File: src/hw/rtl/trds_pkg.sv
package trds_pkg;

    localparam int BLOCK_BYTES = 512;
    localparam int BLK_SHIFT   = $clog2(BLOCK_BYTES);
    localparam int OP_W        = 2;
    localparam int SIZE_W      = 25;
    localparam int BLK_W       = 16;
    localparam int LEN_W       = 10;
    localparam int ACT_W       = 3;
    localparam int CFG_W       = 8;
    localparam int CFG_IDX_W   = 1;
    localparam int QUEUE_DEPTH = 2;
    localparam int QPTR_W      = $clog2(QUEUE_DEPTH);
    localparam int QCNT_W      = $clog2(QUEUE_DEPTH + 1);

    // largest file that fits in 65535 blocks
    localparam logic [SIZE_W-1:0] SIZE_LIMIT = SIZE_W'(65535 * BLOCK_BYTES - 1);
    localparam logic [LEN_W-1:0]  FULL_LEN   = LEN_W'(BLOCK_BYTES);
    localparam logic [SIZE_W-1:0] BLOCK_SZ   = SIZE_W'(BLOCK_BYTES);

    localparam logic [OP_W-1:0] OP_START = 2'd0;
    localparam logic [OP_W-1:0] OP_ACK   = 2'd1;
    localparam logic [OP_W-1:0] OP_TICK  = 2'd2;

    localparam logic [CFG_IDX_W-1:0] CFG_MAX_RETRIES = 1'd0;
    localparam logic [CFG_IDX_W-1:0] CFG_TIMEOUT     = 1'd1;

    typedef enum logic [ACT_W-1:0] {
        ACT_WAIT   = 3'd0,
        ACT_SEND   = 3'd1,
        ACT_RESEND = 3'd2,
        ACT_DONE   = 3'd3,
        ACT_FAIL   = 3'd4,
        ACT_IDLE   = 3'd5
    } t_action;

    typedef enum logic [2:0] {
        K_START,
        K_START_BAD,
        K_ACK,
        K_TICK,
        K_NOP
    } t_kind;

    typedef enum logic [1:0] {
        PH_IDLE   = 2'b01,
        PH_ACTIVE = 2'b10
    } t_phase;

    typedef struct packed {
        t_kind             kind;
        logic [SIZE_W-1:0] file_size;
        logic [BLK_W-1:0]  ack_block;
    } t_cmd;

endpackage

File: src/hw/rtl/trds_front.sv
module trds_front
    import trds_pkg::*;
(
    input  logic              i_in_valid,
    output logic              o_in_ready,
    input  logic [OP_W-1:0]   i_opcode,
    input  logic [SIZE_W-1:0] i_file_size,
    input  logic [BLK_W-1:0]  i_ack_block,
    output logic              o_push,
    output t_cmd              o_cmd,
    input  logic              i_q_full
);

    t_kind w_kind;

    always_comb begin
        case (i_opcode)
            OP_START: w_kind = (i_file_size > SIZE_LIMIT) ? K_START_BAD : K_START;
            OP_ACK:   w_kind = K_ACK;
            OP_TICK:  w_kind = K_TICK;
            default:  w_kind = K_NOP;
        endcase
    end

    assign o_in_ready      = !i_q_full;
    assign o_push          = i_in_valid && !i_q_full;
    assign o_cmd.kind      = w_kind;
    assign o_cmd.file_size = i_file_size;
    assign o_cmd.ack_block = i_ack_block;

endmodule

File: src/hw/rtl/trds_queue.sv
module trds_queue
    import trds_pkg::*;
(
    input  logic i_clk,
    input  logic i_rst_n,
    input  logic i_push,
    input  t_cmd i_cmd,
    output logic o_full,
    input  logic i_pop,
    output logic o_valid,
    output t_cmd o_cmd
);

    t_cmd              r_mem [QUEUE_DEPTH];
    logic [QPTR_W-1:0] r_wp, n_wp;
    logic [QPTR_W-1:0] r_rp, n_rp;
    logic [QCNT_W-1:0] r_cnt, n_cnt;

    always_comb begin
        n_wp  = i_push ? r_wp + 1'b1 : r_wp;
        n_rp  = i_pop  ? r_rp + 1'b1 : r_rp;
        n_cnt = r_cnt;
        if (i_push && !i_pop) begin
            n_cnt = r_cnt + 1'b1;
        end else if (!i_push && i_pop) begin
            n_cnt = r_cnt - 1'b1;
        end
    end

    always_ff @(posedge i_clk) begin
        if (!i_rst_n) begin
            r_wp  <= '0;
            r_rp  <= '0;
            r_cnt <= '0;
        end else begin
            r_wp  <= n_wp;
            r_rp  <= n_rp;
            r_cnt <= n_cnt;
        end
    end

    always_ff @(posedge i_clk) begin
        if (i_push) begin
            r_mem[r_wp] <= i_cmd;
        end
    end

    assign o_full  = (r_cnt == QCNT_W'(QUEUE_DEPTH));
    assign o_valid = (r_cnt != '0);
    assign o_cmd   = r_mem[r_rp];

endmodule

File: src/hw/rtl/trds_back.sv
module trds_back
    import trds_pkg::*;
(
    input  logic                 i_clk,
    input  logic                 i_rst_n,
    input  logic                 i_cfg_we,
    input  logic [CFG_IDX_W-1:0] i_cfg_idx,
    input  logic [CFG_W-1:0]     i_cfg_data,
    input  logic                 i_q_valid,
    input  t_cmd                 i_cmd,
    output logic                 o_pop,
    output logic                 o_out_valid,
    input  logic                 i_out_ready,
    output logic [ACT_W-1:0]     o_action,
    output logic [BLK_W-1:0]     o_block_number,
    output logic [LEN_W-1:0]     o_block_length,
    output logic [SIZE_W-1:0]    o_byte_offset
);

    logic [CFG_W-1:0]  r_max_retries;
    logic [CFG_W-1:0]  r_timeout;
    t_phase            r_phase, n_phase;
    logic [BLK_W-1:0]  r_cur, n_cur;
    logic [BLK_W-1:0]  r_acked, n_acked;
    logic [CFG_W-1:0]  r_retry, n_retry;
    logic [CFG_W-1:0]  r_secs, n_secs;
    logic [LEN_W-1:0]  r_len, n_len;
    logic [SIZE_W-1:0] r_total, n_total;

    logic              r_out_valid;
    t_action           r_act, n_act;
    logic [BLK_W-1:0]  r_blk, n_blk;
    logic [LEN_W-1:0]  r_olen, n_olen;
    logic [SIZE_W-1:0] r_off, n_off;

    logic              w_start;
    logic [BLK_W-1:0]  w_base;
    logic [SIZE_W-1:0] w_tot;
    logic [BLK_W-1:0]  w_nb;
    logic [SIZE_W-1:0] w_end;
    logic [SIZE_W-1:0] w_rem;
    logic [LEN_W-1:0]  w_nlen;
    logic [CFG_W-1:0]  w_retry;
    logic [CFG_W-1:0]  w_secs;
    logic [BLK_W-1:0]  w_acked;
    logic              w_with_blk;

    assign o_pop = i_q_valid && (!r_out_valid || i_out_ready);

    // next-block length, shared by start and in-transfer sends
    assign w_start = (i_cmd.kind == K_START);
    assign w_base  = w_start ? '0 : r_cur;
    assign w_tot   = w_start ? i_cmd.file_size : r_total;
    assign w_nb    = w_base + 1'b1;
    assign w_end   = {w_nb, BLK_SHIFT'(0)};
    assign w_rem   = w_tot - (w_end - BLOCK_SZ);
    assign w_nlen  = (w_end > w_tot) ? w_rem[LEN_W-1:0] : FULL_LEN;

    always_comb begin
        n_phase    = r_phase;
        n_cur      = r_cur;
        n_acked    = r_acked;
        n_retry    = r_retry;
        n_secs     = r_secs;
        n_len      = r_len;
        n_total    = r_total;
        n_act      = ACT_WAIT;
        w_with_blk = 1'b0;
        w_retry    = r_retry;
        w_secs     = r_secs;
        w_acked    = r_acked;

        case (i_cmd.kind)
            K_START_BAD: begin
                n_phase = PH_IDLE;
                n_cur   = '0;
                n_acked = '0;
                n_retry = '0;
                n_secs  = '0;
                n_len   = '0;
                n_total = '0;
                n_act   = ACT_FAIL;
            end
            K_START: begin
                n_phase    = PH_ACTIVE;
                n_cur      = w_nb;
                n_acked    = '0;
                n_retry    = '0;
                n_secs     = '0;
                n_len      = w_nlen;
                n_total    = i_cmd.file_size;
                n_act      = ACT_SEND;
                w_with_blk = 1'b1;
            end
            default: begin
                if (r_phase != PH_ACTIVE) begin
                    n_act = ACT_IDLE;
                end else begin
                    if (i_cmd.kind == K_ACK) begin
                        w_retry = '0;
                        if (i_cmd.ack_block == r_cur) begin
                            w_acked = i_cmd.ack_block;
                        end
                    end else if (i_cmd.kind == K_TICK) begin
                        if (r_secs != '1) begin
                            w_secs = r_secs + 1'b1;
                        end
                    end
                    n_retry = w_retry;
                    n_secs  = w_secs;
                    n_acked = w_acked;

                    if (w_retry >= r_max_retries || (w_acked == r_cur && r_len < FULL_LEN))
                    begin
                        n_phase = PH_IDLE;
                        n_cur   = '0;
                        n_acked = '0;
                        n_retry = '0;
                        n_secs  = '0;
                        n_len   = '0;
                        n_total = '0;
                        n_act   = (w_retry >= r_max_retries) ? ACT_FAIL : ACT_DONE;
                    end else if (w_acked == r_cur) begin
                        n_cur      = w_nb;
                        n_retry    = '0;
                        n_secs     = '0;
                        n_len      = w_nlen;
                        n_act      = ACT_SEND;
                        w_with_blk = 1'b1;
                    end else if (w_secs >= r_timeout) begin
                        n_retry    = w_retry + 1'b1;
                        n_secs     = '0;
                        n_act      = ACT_RESEND;
                        w_with_blk = 1'b1;
                    end
                end
            end
        endcase

        if (w_with_blk) begin
            n_blk  = n_cur;
            n_olen = n_len;
            n_off  = (n_cur == '0) ? '0 : ({n_cur, BLK_SHIFT'(0)} - BLOCK_SZ);
        end else begin
            n_blk  = '0;
            n_olen = '0;
            n_off  = '0;
        end
    end

    always_ff @(posedge i_clk) begin
        if (!i_rst_n) begin
            r_max_retries <= CFG_W'(5);
            r_timeout     <= CFG_W'(2);
        end else if (i_cfg_we) begin
            case (i_cfg_idx)
                CFG_MAX_RETRIES: r_max_retries <= i_cfg_data;
                CFG_TIMEOUT:     r_timeout     <= i_cfg_data;
                default:         ;
            endcase
        end
    end

    always_ff @(posedge i_clk) begin
        if (!i_rst_n) begin
            r_phase     <= PH_IDLE;
            r_cur       <= '0;
            r_acked     <= '0;
            r_retry     <= '0;
            r_secs      <= '0;
            r_len       <= '0;
            r_total     <= '0;
            r_out_valid <= 1'b0;
        end else begin
            if (o_pop) begin
                r_phase <= n_phase;
                r_cur   <= n_cur;
                r_acked <= n_acked;
                r_retry <= n_retry;
                r_secs  <= n_secs;
                r_len   <= n_len;
                r_total <= n_total;
            end
            if (o_pop) begin
                r_out_valid <= 1'b1;
            end else if (i_out_ready) begin
                r_out_valid <= 1'b0;
            end
        end
    end

    always_ff @(posedge i_clk) begin
        if (o_pop) begin
            r_act  <= n_act;
            r_blk  <= n_blk;
            r_olen <= n_olen;
            r_off  <= n_off;
        end
    end

    assign o_out_valid    = r_out_valid;
    assign o_action       = r_act;
    assign o_block_number = r_blk;
    assign o_block_length = r_olen;
    assign o_byte_offset  = r_off;

endmodule

File: src/hw/rtl/tftp_read_data_sender_top.sv
// Sending side of a lock-step TFTP read transfer.
// Input channel (i_in_valid / o_in_ready) carries one request per event:
// opcode 0 starts a transfer of i_file_size bytes, opcode 1 reports an
// acknowledgement for i_ack_block, opcode 2 is a one-second tick.
// Output channel (o_out_valid / i_out_ready) returns exactly one result per
// request: the action (wait, send, resend, finished, failed, idle) and, for
// send and resend, the block number, its length and its byte offset.
// A request accepted at the input passes through the queue and then the output
// register before it is offered at the output.
// Throughput: one request per cycle while the receiver keeps taking results, set
// by the state update in the back end; the two-entry queue lets the front keep
// taking requests while a result waits at the output.
// Reset (synchronous, active low) returns the block to idle with all counters
// cleared, max_retries to 5 and timeout_seconds to 2.
// When the receiver stalls, the result holds, the back end stops, the queue
// fills and o_in_ready drops once both entries are taken.
// Config writes (i_cfg_we, index 0 max_retries, 1 timeout_seconds) take
// effect on the next edge and are expected only while the block is idle.
module tftp_read_data_sender_top
    import trds_pkg::*;
(
    input  logic                 i_clk,
    input  logic                 i_rst_n,
    input  logic                 i_in_valid,
    output logic                 o_in_ready,
    input  logic [OP_W-1:0]      i_opcode,
    input  logic [SIZE_W-1:0]    i_file_size,
    input  logic [BLK_W-1:0]     i_ack_block,
    input  logic                 i_cfg_we,
    input  logic [CFG_IDX_W-1:0] i_cfg_idx,
    input  logic [CFG_W-1:0]     i_cfg_data,
    output logic                 o_out_valid,
    input  logic                 i_out_ready,
    output logic [ACT_W-1:0]     o_action,
    output logic [BLK_W-1:0]     o_block_number,
    output logic [LEN_W-1:0]     o_block_length,
    output logic [SIZE_W-1:0]    o_byte_offset
);

    logic w_push;
    logic w_full;
    logic w_pop;
    logic w_q_valid;
    t_cmd w_cmd_in;
    t_cmd w_cmd_out;

    // front: decode opcode, flag oversized starts
    trds_front u_front (
        .i_in_valid  (i_in_valid),
        .o_in_ready  (o_in_ready),
        .i_opcode    (i_opcode),
        .i_file_size (i_file_size),
        .i_ack_block (i_ack_block),
        .o_push      (w_push),
        .o_cmd       (w_cmd_in),
        .i_q_full    (w_full)
    );

    // decoupling queue between classification and execution
    trds_queue u_queue (
        .i_clk   (i_clk),
        .i_rst_n (i_rst_n),
        .i_push  (w_push),
        .i_cmd   (w_cmd_in),
        .o_full  (w_full),
        .i_pop   (w_pop),
        .o_valid (w_q_valid),
        .o_cmd   (w_cmd_out)
    );

    // back: transfer state, decision and registered result
    trds_back u_back (
        .i_clk          (i_clk),
        .i_rst_n        (i_rst_n),
        .i_cfg_we       (i_cfg_we),
        .i_cfg_idx      (i_cfg_idx),
        .i_cfg_data     (i_cfg_data),
        .i_q_valid      (w_q_valid),
        .i_cmd          (w_cmd_out),
        .o_pop          (w_pop),
        .o_out_valid    (o_out_valid),
        .i_out_ready    (i_out_ready),
        .o_action       (o_action),
        .o_block_number (o_block_number),
        .o_block_length (o_block_length),
        .o_byte_offset  (o_byte_offset)
    );

endmodule

File: config.mk
export PLATFORM = sky130hd
export DESIGN_NAME = tftp_read_data_sender_top
export DESIGN_NICKNAME = d
export VERILOG_FILES = /design/src/hw/rtl/trds_pkg.sv /design/src/hw/rtl/trds_front.sv /design/src/hw/rtl/trds_queue.sv /design/src/hw/rtl/trds_back.sv /design/src/hw/rtl/tftp_read_data_sender_top.sv
export SDC_FILE = /design/constraint.sdc
export NUM_CORES = 1
export LEC_CHECK = 0
export BUFFER_PORTS_ARGS = -buffer_cell sky130_fd_sc_hd__buf_4
export CORE_MARGIN = 2
export CORE_UTILIZATION = 40
export CTS_BUF_LIST = sky130_fd_sc_hd__clkbuf_4 sky130_fd_sc_hd__clkbuf_8 sky130_fd_sc_hd__clkbuf_16
export DETAILED_ROUTE_END_ITERATION = 6
export SLEW_MARGIN = 20
export SYNTH_ARGS = -nofsm -noshare
export SYNTH_HDL_FRONTEND = slang
export SYNTH_HIERARCHICAL = 1
export SYNTH_SLANG_ARGS = --single-unit
File: constraint.sdc
create_clock -name i_clk -period 12.2 [get_ports i_clk]
set_clock_uncertainty 0.2 [all_clocks]
set_input_delay 0.61 -clock i_clk [delete_from_list [all_inputs] [get_ports i_clk]]
set_output_delay 0.61 -clock i_clk [all_outputs]
set_load 0.1 [all_outputs]
; Word level (Yosys, flattened, before mapping)
; Memory sizes are Yosys's and may differ from the RTL's. A register that Yosys moved wholly into a read port is not among the register bits.
; Index checks and enable logic that the tools add are counted.
; Widths: inputs -> output; s select.
[classes]
n_mul = 0
addsub = 10
n_eq_ne = 12
n_reduce_logical = 24
n_mux = 63
shifts = 0
div = 0
order_cmp = 5
bitwise = 2
[op_table]
columns = op, count
row1 = $mux 16, 11
row2 = $mux 8, 18
row3 = $mux 25, 3
row4 = $pmux 25 s2, 1
row5 = $mux 10, 4
row6 = $eq 16x16->1, 2
row7 = $pmux 16 s2, 1
row8 = $gt 25x25->1, 1
row9 = $gt 25x25->1 const B, 1
row10 = $sub 25x10->25 const B, 1
row11 = $pmux 10 s2, 1
row12 = $add 16x1->16 const B, 1
row13 = $add 8x1->8 const B, 2
row14 = $ge 8x8->1, 2
row15 = $logic_not 16->1, 1
row16 = $mux 3, 4
row17 = $mux 1, 11
row18 = $lt 10x10->1 const B, 1
row19 = $mux 2, 5
row20 = $sub 10x10->10, 1
row21 = $sub 10x10->10 const B, 1
row22 = $pmux 3 s3, 1
row23 = $ne 8x8->1 const B, 1
row24 = $eq 3x2->1 const B, 2
row25 = other kinds (22), 39
[word_totals]
wordCells = 134
mem_bits_ro = 0
reg_bits = 160
output_inout_bits = 56
ram_bits = 88
inputBits = 57
n_memories = 1
latchBits = 0
[mem_list]
columns = name, depth, word_bits, rd, rd_ports_with_merged_regs, wr, line
row1 = u_queue.r_mem, 2, 44, 1, 1, 1, trds_queue.sv:14  ; t_cmd r_mem [QUEUE_DEPTH];

; Depth between registers and ports, before layout
[depth]
ltp_word = 14
depth_mapped = 26
mapped_depth_nobuf = 18

; Modules after synthesis
; Netlist, hierarchy kept.
[by_module_without_submodules]
columns = mod, cells_per_inst, area_each_um2, instances, seq_area_each_um2
row1 = trds_back, 1049, 8912.3, 1, 3393.3
row2 = trds_queue, 159, 3409.5, 1, 2742.6
row3 = trds_front, 57, 426.7, 1, 0.0

; Least setup slack after synthesis
; No wires, ideal clock.
[synth_timing]
kind = register to register
startpoint = reg (tool-made name)
endpoint = reg u_back.r_olen[6], in the netlist u_back/o_block_length[6] (data pin)
path_slack_ns = 6.339
required_ns = 11.848
period_less_slack_ns = 5.861
t_arrival_ns = 5.509
n_path_buf = 8
stages_incl_launch_ff = 27
setup_ns = 0.152
path_cell_list = dfxtp_1 -> buf_2 -> buf_6 -> mux2_2 -> buf_4 -> nor3_1 -> clkbuf_1 -> clkbuf_1 -> buf_1 -> buf_1 -> nor2_1 -> ha_1 -> clkbuf_1 -> inv_1 -> or2_2 -> or3_1 -> a21oi_1 -> ha_1 -> nand4_1 -> nor2_1 -> nand3_1 -> a21oi_1 -> a211oi_1 -> a41o_1 -> nor2_1 -> nand2b_1 -> a21oi_1
[synth_rtl]
columns = item, line
row1 = "end signal, assigned", trds_back.sv:196  ; r_olen <= n_olen;
row2 = "end, declared", trds_back.sv:33  ; logic [LEN_W-1:0] r_olen, n_olen;

==> metrics.txt <==
via count=9,241; Largest stage delay, worst path=0.56 ns; Syn Inst Count=1,265; Layout area overhead=12.32%; Die Y=182.5 um; Static Leakage=0.005398 uW; Cell Pwr Density=243.9 nW/um2; # fillers=2,940; Vias/cell=5.395; reg-to-reg endpoint=u_back/o_byte_offset[23]$_SDFFCE_PP0P_; power share of the clock group=22.8%; fin. max-slew vios=0; CTS Hold Bufs=0; sequential power share=31.5%; Psw=1550 uW; synthesized flop and latch total=240; outcome=finished, final reports clean; sequential fraction of the synthesis area=48.13%; Post-Syn Area per Cell=10.08 um2; DR WL/cell=17.48 um; Comb pwr share=45.6%; setup TNS=0 ns; worst slew pin tran=1.021 ns; Worst Reg-to-Reg Cells=15; Internal Pwr Total=1943 uW; Top Ports=113; n_diodes=0; maximum clock frequency=184.9 MHz; share of layout cells above drive strength 1=18.92%; crit-path max FO=10; initial antenna violation count=0; max_cap viols=0; Hold Crit Class=in -> reg; Clock Sinks=240; Mapped Area=12,750 um2; top post-synthesis cells by count=133 x edfxtp_1, 124 x nand2_1, 107 x dfxtp_1, 104 x nor2_1, 100 x a21oi_1; highest-delay cell along the critical path=or3b_1; cells resized by post-CTS repair=0; Post-synth EDFFs=133; # Post-CTS Setup Buffers=0; area leader, netlist=edfxtp_1; clock buffer depth=3; CP Data Arrival Time=5.60 ns; Post-Place Worst Slack=6.884 ns; fin crit share=44.33%; post-synth cell types=76; crit-path cells=mux2_2, or3b_1, and2_1, ha_1, o2111a_1, or4_1, nor3_1, and3_1, nor2_1, nor2b_1, a21oi_1, ha_1, nand4_1, mux2_1, nor2_1; core area=31,470 um2; CTS tree=done; ranking of synthesized cells by area=edfxtp_1 31%, dfxtp_1 17%, ha_1 5.3%; Seq. cell area=6137 um2; Clock transition at path regs=0.06 ns; slew margin rel.=31.77%; DRC viols=0; clock root cell=clkbuf_16; DRT Pass-1 Iters=5; Fin. Hold Viols=0; RSZ-0062 raised after global routing=false; Crit path depth=15; post-synth top area share=31.33%; Worst EP required=12.40 ns; final critical-path required period=5.408 ns; library cell with the highest instance count after synthesis=edfxtp_1; WHS=0.06881 ns; number of global-route vias before repair=8,394; DRT iter0 DRCs=774; CP bufs+invs=0; Synth Warn #=6; PnR worst setup slack=6.792 ns; die width=182.5 um; delay-heaviest family, CP=simple AND/OR/NAND/NOR gates; Post-synth ARST share=0%; largest net degree at the start of global routing=73; global-route wire length before repair=46,610 um; Crit. End Element=flop; Worst Setup Start Kind=flop; Initial Utilization=40.50%; area of the multi-input gates=5802 um2; placed cell area=13,440 um2; Detailed Route WL=29,950 um; latest clock arrival within the worst-skew pair=0.53 ns; Design Area, Final=14,320 um2; row cnt=65; H-tree Lvls=1; Placer Congestion=0.9176; post-route ant nets=0; Final Power=3493 uW; FF-to-FF setup slack=6.79 ns; Synth Flop Type=edfxtp_1; nets=1,402; port bufs=103; gr ovfl total=0; total CTS buffers=26; switching share of power=44.36%; Final setup viols=0; Worst Setup EP=u_back/o_byte_offset[23]$_SDFFCE_PP0P_; kind of critical path=reg -> reg; Overall Global Routing Usage=17.47%; area of the die=33,320 um2; Peak VDD IR=154.0 uV; Detail Placement HPWL=20,890 um
## sequential cells by signal (all words and copies together), names as in the netlist, named ones only
| signal | flops |
|---|---|
| u_back/r_timeout | 8 |
| u_queue/r_cnt | 2 |
| u_back/o_block_length | 10 |
| u_back/o_block_number | 16 |
| u_back/o_out_valid | 1 |
| u_back/r_retry | 8 |
| u_queue/r_mem | 88 |
| u_back/r_total | 25 |
| u_back/r_phase | 2 |
| u_back/o_action | 3 |
| u_back/o_byte_offset | 16 |
| u_back/r_secs | 8 |
| u_back/r_cur | 16 |
| u_queue/r_wp | 1 |
| u_back/r_acked | 16 |
| u_queue/r_rp | 1 |
| u_back/r_max_retries | 8 |
| u_back/r_len | 10 |
## cell type report
type	count	area share [%]
clock inverters	8	0.6204
flip-flops and latches	240	42.86
repair buffers	112	5.872
clock buffers	40	5.488
inverters	43	1.127
well taps	402	3.513
multi-input cells	868	40.52
## routing by layer
layer,wire length [um],track usage [%],up-vias,part of all wire [%]
met2,13290,27.21,287,44
li1,-,-,4529,-
met5,0,0,-,0
met3,1839,2.495,43,6.1
met1,14270,25.63,4382,48
met4,560,4.194,0,1.9
## worst min-delay path by stage
stage	start	end	slack, ns	cells past startpoint
floorplan	u_back/r_retry[5]$_SDFFE_PN0P_	u_back/r_retry[5]$_SDFFE_PN0P_	0.23	2
global placement	u_back/r_total[11]$_SDFFE_PN0P_	u_back/r_total[11]$_SDFFE_PN0P_	0.24	2
detailed placement	u_back/r_total[16]$_SDFFE_PN0P_	u_back/r_total[16]$_SDFFE_PN0P_	0.25	2
CTS	i_ack_block[6]	u_queue/r_mem[0][6]$_DFFE_PP_	0.05	1
global route	i_file_size[4]	u_queue/r_mem[0][20]$_DFFE_PP_	0.05	1
finish	i_ack_block[0]	u_queue/r_mem[0][0]$_DFFE_PP_	0.07	1
## cells by family (layout without fill, tap and decap cells)
kind of cell | after synthesis | in the layout | synth area share (%)
muxes | 80 | 80 | 6.762
and+or+nand+nor | 420 | 420 | 16.35
DFF | 240 | 240 | 48.13
other | 1 | 9 | 0.02942
adders and majority gates | 54 | 54 | 5.300
AOI/OAI and AO/OA | 248 | 248 | 12.67
buffers and inverters | 165 | 203 | 6.841
xor gates and xnor gates | 57 | 57 | 3.916
## power by group through the flow
stage | combinational, uW | clock, uW | sequential, uW
2_1_floorplan | 779 | 0 | 1590
3_3_place_gp | 1580 | 0 | 1120
3_5_place_dp | 1590 | 0 | 1120
4_1_cts | 1600 | 818 | 1100
5_1_grt | 1690 | 851 | 1120
6_report | 1590 | 797 | 1100
## metrics by stage
step                utilization [%]  std cells
global route                  45.49       1713
CTS                           45.48       1713
finish                        45.49       1713
global placement              42.70       1665
detailed placement            42.70       1665
floorplan                         -       1273
## cell usage in the layout (no fill, tap or decap), types with 6 or more instances in the layout
| cell | netlist | layout |
|---|---|---|
| a211oi_1 | 12 | 12 |
| a21o_1 | 14 | 14 |
| a21oi_1 | 100 | 100 |
| a22oi_1 | 33 | 33 |
| a31o_2 | 8 | 8 |
| and2_1 | 17 | 16 |
| and3_1 | 10 | 10 |
| buf_4 | 52 | 112 |
| clkbuf_16 | 0 | 27 |
| clkbuf_4 | 0 | 11 |
| conb_1 | 1 | 9 |
| dfxtp_1 | 107 | 106 |
| edfxtp_1 | 133 | 133 |
| ha_1 | 54 | 54 |
| inv_1 | 42 | 41 |
| mux2_2 | 48 | 48 |
| mux2i_1 | 31 | 31 |
| nand2_1 | 124 | 124 |
| nand2b_1 | 10 | 10 |
| nand3_1 | 50 | 50 |
| nand3b_1 | 8 | 8 |
| nand4_1 | 16 | 16 |
| nor2_1 | 104 | 104 |
| nor2b_1 | 10 | 9 |
| nor3_1 | 12 | 11 |
| nor4_1 | 12 | 12 |
| o21ai_0 | 27 | 27 |
| o31ai_1 | 7 | 6 |
| or2_2 | 11 | 11 |
| or3_1 | 12 | 12 |
| or4_1 | 6 | 6 |
| xnor2_1 | 18 | 18 |
| xor2_1 | 39 | 39 |
Power figures use the tool's default switching activity.
